--- src/rtl/mat_pkg.sv ---
`default_nettype none
package mat_pkg;

  localparam logic [1:0] CMD_ACC   = 2'd0;
  localparam logic [1:0] CMD_MERGE = 2'd1;
  localparam logic [1:0] CMD_FIN   = 2'd2;

  localparam int SUM_W   = 40;
  localparam int SUMSQ_W = 64;
  localparam int OUT_W   = 40;
  localparam int N_W     = 16;
  localparam int VAL_W   = 24;
  localparam int SP_W    = 8;
  localparam int EL_W    = 2;

  localparam int PROD_W = 80;
  localparam int DVD_W  = 112;
  localparam int DVS_W  = 48;
  localparam int ROOT_W = 56;

  localparam int MUL_STEPS  = 40;
  localparam int DIV_STEPS  = 112;
  localparam int ROOT_STEPS = 56;

  typedef enum logic {MUL_NQ, MUL_SS} mul_sel_t;
  typedef enum logic [1:0] {DIV_MEAN, DIV_VAR, DIV_SE} div_sel_t;

  typedef struct packed {
    logic     clr_step;
    logic     req_load;
    logic     upd;
    logic     fin_load;
    logic     mul_start;
    mul_sel_t mul_sel;
    logic     cap_nq;
    logic     cap_dev;
    logic     div_start;
    div_sel_t div_sel;
    logic     cap_mean;
    logic     cap_var;
    logic     root_start;
    logic     cap_se;
    logic     out_load;
  } mat_cmd_t;

  typedef struct packed {
    logic clr_last;
    logic req_ok;
    logic req_fin;
    logic mul_done;
    logic div_done;
    logic root_done;
  } mat_status_t;

endpackage
`default_nettype wire

--- src/rtl/mat_ctrl.sv ---
`default_nettype none
module mat_ctrl import mat_pkg::*; (
  input  wire logic        clk,
  input  wire logic        rst,
  input  wire logic        in_valid,
  output logic             in_ready,
  output logic             out_valid,
  input  wire logic        out_ready,
  input  wire mat_status_t st,
  output mat_cmd_t         cmd
);

  typedef enum logic [3:0] {
    S_CLEAR, S_IDLE, S_READ, S_LOAD, S_MUL_NQ, S_MUL_SS,
    S_DIV_MEAN, S_DIV_VAR, S_DIV_SE, S_ROOT, S_DONE
  } state_t;

  state_t state, state_next;
  logic   out_valid_next;

  always_ff @(posedge clk) begin
    if (rst) begin
      state     <= S_CLEAR;
      out_valid <= 1'b0;
    end else begin
      state     <= state_next;
      out_valid <= out_valid_next;
    end
  end

  always_comb begin
    state_next     = state;
    cmd            = '0;
    cmd.mul_sel    = MUL_NQ;
    cmd.div_sel    = DIV_MEAN;
    in_ready       = 1'b0;
    out_valid_next = out_valid && !out_ready;
    unique case (state)
      S_CLEAR: begin
        cmd.clr_step = 1'b1;
        if (st.clr_last) state_next = S_IDLE;
      end
      S_IDLE: begin
        in_ready = 1'b1;
        if (in_valid) begin
          cmd.req_load = 1'b1;
          state_next   = S_READ;
        end
      end
      S_READ: begin
        state_next = st.req_ok ? S_LOAD : S_DONE;
      end
      S_LOAD: begin
        if (st.req_fin) begin
          cmd.fin_load  = 1'b1;
          cmd.mul_start = 1'b1;
          cmd.mul_sel   = MUL_NQ;
          state_next    = S_MUL_NQ;
        end else begin
          cmd.upd    = 1'b1;
          state_next = S_DONE;
        end
      end
      S_MUL_NQ: begin
        if (st.mul_done) begin
          cmd.cap_nq    = 1'b1;
          cmd.mul_start = 1'b1;
          cmd.mul_sel   = MUL_SS;
          state_next    = S_MUL_SS;
        end
      end
      S_MUL_SS: begin
        if (st.mul_done) begin
          cmd.cap_dev   = 1'b1;
          cmd.div_start = 1'b1;
          cmd.div_sel   = DIV_MEAN;
          state_next    = S_DIV_MEAN;
        end
      end
      S_DIV_MEAN: begin
        if (st.div_done) begin
          cmd.cap_mean  = 1'b1;
          cmd.div_start = 1'b1;
          cmd.div_sel   = DIV_VAR;
          state_next    = S_DIV_VAR;
        end
      end
      S_DIV_VAR: begin
        if (st.div_done) begin
          cmd.cap_var   = 1'b1;
          cmd.div_start = 1'b1;
          cmd.div_sel   = DIV_SE;
          state_next    = S_DIV_SE;
        end
      end
      S_DIV_SE: begin
        if (st.div_done) begin
          cmd.root_start = 1'b1;
          state_next     = S_ROOT;
        end
      end
      S_ROOT: begin
        if (st.root_done) begin
          cmd.cap_se = 1'b1;
          state_next = S_DONE;
        end
      end
      S_DONE: begin
        if (!out_valid || out_ready) begin
          cmd.out_load   = 1'b1;
          out_valid_next = 1'b1;
          state_next     = S_IDLE;
        end
      end
      default: state_next = S_CLEAR;
    endcase
  end

endmodule
`default_nettype wire

--- config.mk ---
export PLATFORM = sky130hd
export DESIGN_NAME = mat_ctrl
export DESIGN_NICKNAME = d
export VERILOG_FILES = /design/src/rtl/mat_pkg.sv /design/src/rtl/mat_ctrl.sv
export SDC_FILE = /design/constraint.sdc
export NUM_CORES = 1
export LEC_CHECK = 0
export ABC_CLOCK_PERIOD_IN_PS = 4390
export BUFFER_PORTS_ARGS = -buffer_cell sky130_fd_sc_hd__buf_2
export CAP_MARGIN = 5
export CORE_AREA = 2 2 39 41
export CTS_BUF_LIST = sky130_fd_sc_hd__clkbuf_16
export DETAILED_ROUTE_END_ITERATION = 10
export DIE_AREA = 0 0 41 43
export GPL_ROUTABILITY_DRIVEN = 0
export GPL_TIMING_DRIVEN = 0
export PLACE_DENSITY = 0.81
export SETUP_SLACK_MARGIN = 0.4
export SYNTH_ARGS = -nofsm -noshare
export SYNTH_HDL_FRONTEND = slang
export SYNTH_SLANG_ARGS = --single-unit
--- constraint.sdc ---
create_clock -name clk -period 4.39 [get_ports clk]
set_input_delay 0.878 -clock clk [delete_from_list [all_inputs] [get_ports clk]]
set_output_delay 0.878 -clock clk [all_outputs]
set_load 0.05 [all_outputs]
* After elaboration in Yosys (flattened, before gate mapping)
Index checks and enable logic that the tools add are counted.
** Storage, ports and cells
- Bits of input ports :: 10
- Output and inout port bits :: 18
- Logic and storage cells :: 64
- Flip-flop bits (word level) :: 5
** Operators by class
- Muxes and demuxes :: 37
- Reduce and logical (&&, ||, !) cells :: 6
- Equal/unequal tests :: 19
** Operator list (number)
- 4-bit 2-to-1 mux :: 13
- 4-bit one-hot mux with 11 select lines :: 1
- 2-bit != test, second input constant :: 9
- 1-bit 2-to-1 mux :: 17
- 4-bit by 3-bit == test with 1-bit output, second input constant :: 4
- 4-bit == test, second input constant :: 3
- 3-bit 2-to-1 mux :: 3
- 3-bit one-hot mux with 3 select lines :: 1
- 9-bit AND reduction :: 1
- 4-bit by 2-bit == test with 1-bit output, second input constant :: 2
- 4-bit by 1-bit == test with 1-bit output, second input constant :: 1
- 4-bit zero test :: 1
- 2-bit one-hot mux with 2 select lines :: 1
- 1-bit zero test :: 2
- 2-bit 2-to-1 mux :: 1
- 1-bit logical AND :: 1
- 1-bit logical OR :: 1

* Depth between registers and ports, before layout
- Depth after elaboration :: 4
- Mapped depth :: 5
- Gate-level depth less buffers :: 4

* Worst setup path after synthesis
No wires, ideal clock.
- Kind :: in2out
- Start :: in st[1] (netlist bit)
- End :: out cmd[6] (netlist bit)
- Stages on the path :: 3
- Path buffers :: 1
- Data required time :: 3512 ps
- Arrival :: 2448 ps
- Setup slack :: 1064 ps
- Cell sequence :: inv_1 -> nor3_1 -> buf_4
** RTL lines
- start: declaration :: line mat_ctrl.sv:9 : input wire mat_status_t st,
- end: declaration :: line mat_ctrl.sv:10 : output mat_cmd_t cmd

==> key figures <==
Run status
  – Status: finished clean

Die
  – Die width: slightly above 40 microns
  – Die ar.: 1763 sq um
  – Core Footprint: 1384 sq um
  – # rows: 14
  – Initial Util: 40.05%
  – Die Y-Extent: between 40 and 50 microns
  – Ports: 28

Clock tree
  – Clock Sinks: 5
  – CTS tree: done
  – Worst-skew pair later-pin latency: 0.22 ns
  – CTS Buf Count: 3
  – Hold buffer count at cts: 0
  – Clk slew on worst S/H paths: approximately 0.03 ns
  – # resized after CTS: 0
  – H-Tree Depth: 1
  – CTS root buf: clkbuf_16
  – CTS max path bufs: 2
  – # Post-CTS Setup Buffers: 0

Timing
  – Least-Margin Pin Slew: 0.4344 ns
  – RSZ-0062 raised after global routing: false
  – Final slew viol count: 0
  – Final Cycle Share: 58.29%
  – # setup viols final: 0
  – Sum Neg Setup Slack: 0 ns
  – Post-layout minimum cycle time: 2.559 ns
  – Max Clock Freq: 0.3908 GHz
  – Worst rel slew slack: 70.95%
  – Fin. Hold Viols: 0
  – Clock skew: 0.001238 ns

Synth
  – Largest area contributor in the netlist: dfxtp_1
  – Mapped cell area: 554.3 sq um
  – Area contributors post-synth: dfxtp_1 (18%), nor2_1 (6.1%), a21oi_1 (5.4%), mux2_4 (5.4%), nor3_1 (4.5%)
  – Yosys warnings: 0
  – Commonest cells in the synthesized netlist: nor2_1 (9), a21oi_1 (6), dfxtp_1 (5), inv_1 (5), nor3_1 (5)
  – Synth unique cells: 37
  – Syn avg cell area: 7.593 sq um
  – Post-synthesis sequential area ratio: between 10% and 20%
  – Synthesized net count: between 80 and 90
  – Yosys reg bits: 5
  – Ys async rst share: 0%
  – Mapped Cells: 73
  – Most instantiated library cell after synthesis: nor2_1
  – EDFF count, synth: 0
  – Top FF cell, synth: dfxtp_1
  – Synth top area share: 18.06%

Worst setup path
  – Worst Reg-to-Reg Cells: 4
  – Setup Crit Path Kind: in -> out
  – Worst setup SP type: input pin
  – Crit. Startpoint: st[1]
  – Worst setup EP type: primary output
  – RR Startpoint: state[3]
  – Crit path DAT: 1.68 ns
  – Critical path peak fanout: 5
  – CP Data Required Time: 3.51 ns

Global routing
  – Largest net degree at the start of global routing: 11
  – GRT Overall Usage: 18.29%
  – Vias in the first global route: 517
  – GRT overflow: 0
  – Initial antenna violation count: 0
  – Global-route wire length before repair: 2263 microns

Detailed routing
  – Pre-antenna DRT Iters: 4
  – Detail Route Antenna Nets: 0
  – Post-Route WL: between 1000 and 1500 microns
  – DRT met1 WL: roughly 640 microns
  – # DRC: 0
  – DR iter-0 viols: 11
  – Met2 Wirelength: about 700 microns
  – WL met3: 69 microns
  – Via Count: between 600 and 700
  – Max Used Layer: met4
  – DR vias/cell: 5.242
  – Wire length per cell: 11.69 microns

Final layout
  – Storage cell area: 100.1 sq um
  – Area Growth Syn to Fin: 42.21%
  – Fillers: 145
  – Fin nets: 115
  – Multi-input logic area: between 300 and 400 sq um
  – Antenna diode count: 0
  – Share of cells above drive strength 1: 43.27%
  – Final Core Density: 56.96%
  – Final Cell Area: between 700 and 800 sq um

Flow run
  – Max-cap viol count: 0

Min path
  – Min-delay src: out_valid
  – Hold crit path type: reg -> reg
  – Hold-critical path depth: 2

Power
  – VDD IR max: ~0.25 mV
  – PD cells: 628.0 nW/um^2
  – Leak: 0.3951 nW

Place
  – Hpwl dp: 1065 microns
  – Placed Area: 709.4 sq um
  – PortBufs: 27
cells by family (layout without fill, tap and decap cells):
| logic type | Yosys count | after routing | synth area share (%) |
|---|---|---|---|
| DFF | 5 | 5 | 18.06 |
| muxes | 3 | 3 | 7.449 |
| AOI/OAI and AO/OA | 18 | 18 | 22.12 |
| buffers and inverters | 11 | 42 | 12.41 |
| and+or+nand+nor | 36 | 36 | 39.96 |
layout by cell type, fill, tap and decap left out, types with 2 or more instances in the layout:
cell       Yosys  layout
a21oi_1        6       6
buf_2          1      28
buf_4          3       3
buf_6          2       2
clkbuf_16      0       3
dfxtp_1        5       5
inv_1          5       6
mux2_4         2       2
nand2b_1       2       2
nand3_1        3       3
nor2_1         9       9
nor2b_1        2       2
nor2b_2        2       2
nor3_1         5       5
o21ai_0        3       3
power by group:
part / internal, mW / leakage, nW / switching (mW)
registers: 0.0568 / 0.0407 / 0.00955
logic: 0.104 / 0.312 / 0.181
clock network: 0.118 / 0.0423 / 0.0263
final timing paths:
kind	end	slack [ns]
setup / recovery	cmd[6]	1.83
hold / removal	out_valid	0.57
setup reg to reg	state[3]	2.61
hold reg to reg	out_valid	0.57
cell type report:
class | count | area share, %
multi-input combinational | 57 | 48.89
timing repair buffer | 27 | 17.14
sequential | 5 | 12.70
clock buffer | 3 | 9.524
buffer | 6 | 6.349
tap | 16 | 2.540
inverter | 5 | 2.381
clock inverter | 1 | 0.4762
per-layer routing:
metal	vias to the layer above	track usage, %
met5	-	0
met4	0	6.000
met3	2	3.141
met2	22	28.75
met1	281	24.19
li1	324	-
worst max-delay path: stages:
cell    delay [ns]
buf_2         0.12
inv_1         0.09
nor3_1        0.22
buf_4         0.14
buf_2         0.25
registers in the layout, indices dropped and copies added, names as in the netlist:
name       cells
out_valid      1
state          4
metrics by stage:
stage	cells	total power, mW	setup WS, ns	hold slack [ns]
6_report	120	0.4951	1.831	0.5721
5_1_grt	120	0.5275	1.746	0.5920
4_1_cts	120	0.4974	1.831	0.5728
3_5_place_dp	116	0.3509	1.840	0.5654
3_3_place_gp	116	0.3448	1.842	0.5635
2_1_floorplan	73	0.2960	1.064	0.5533
(Power assumes the default switching activity.)
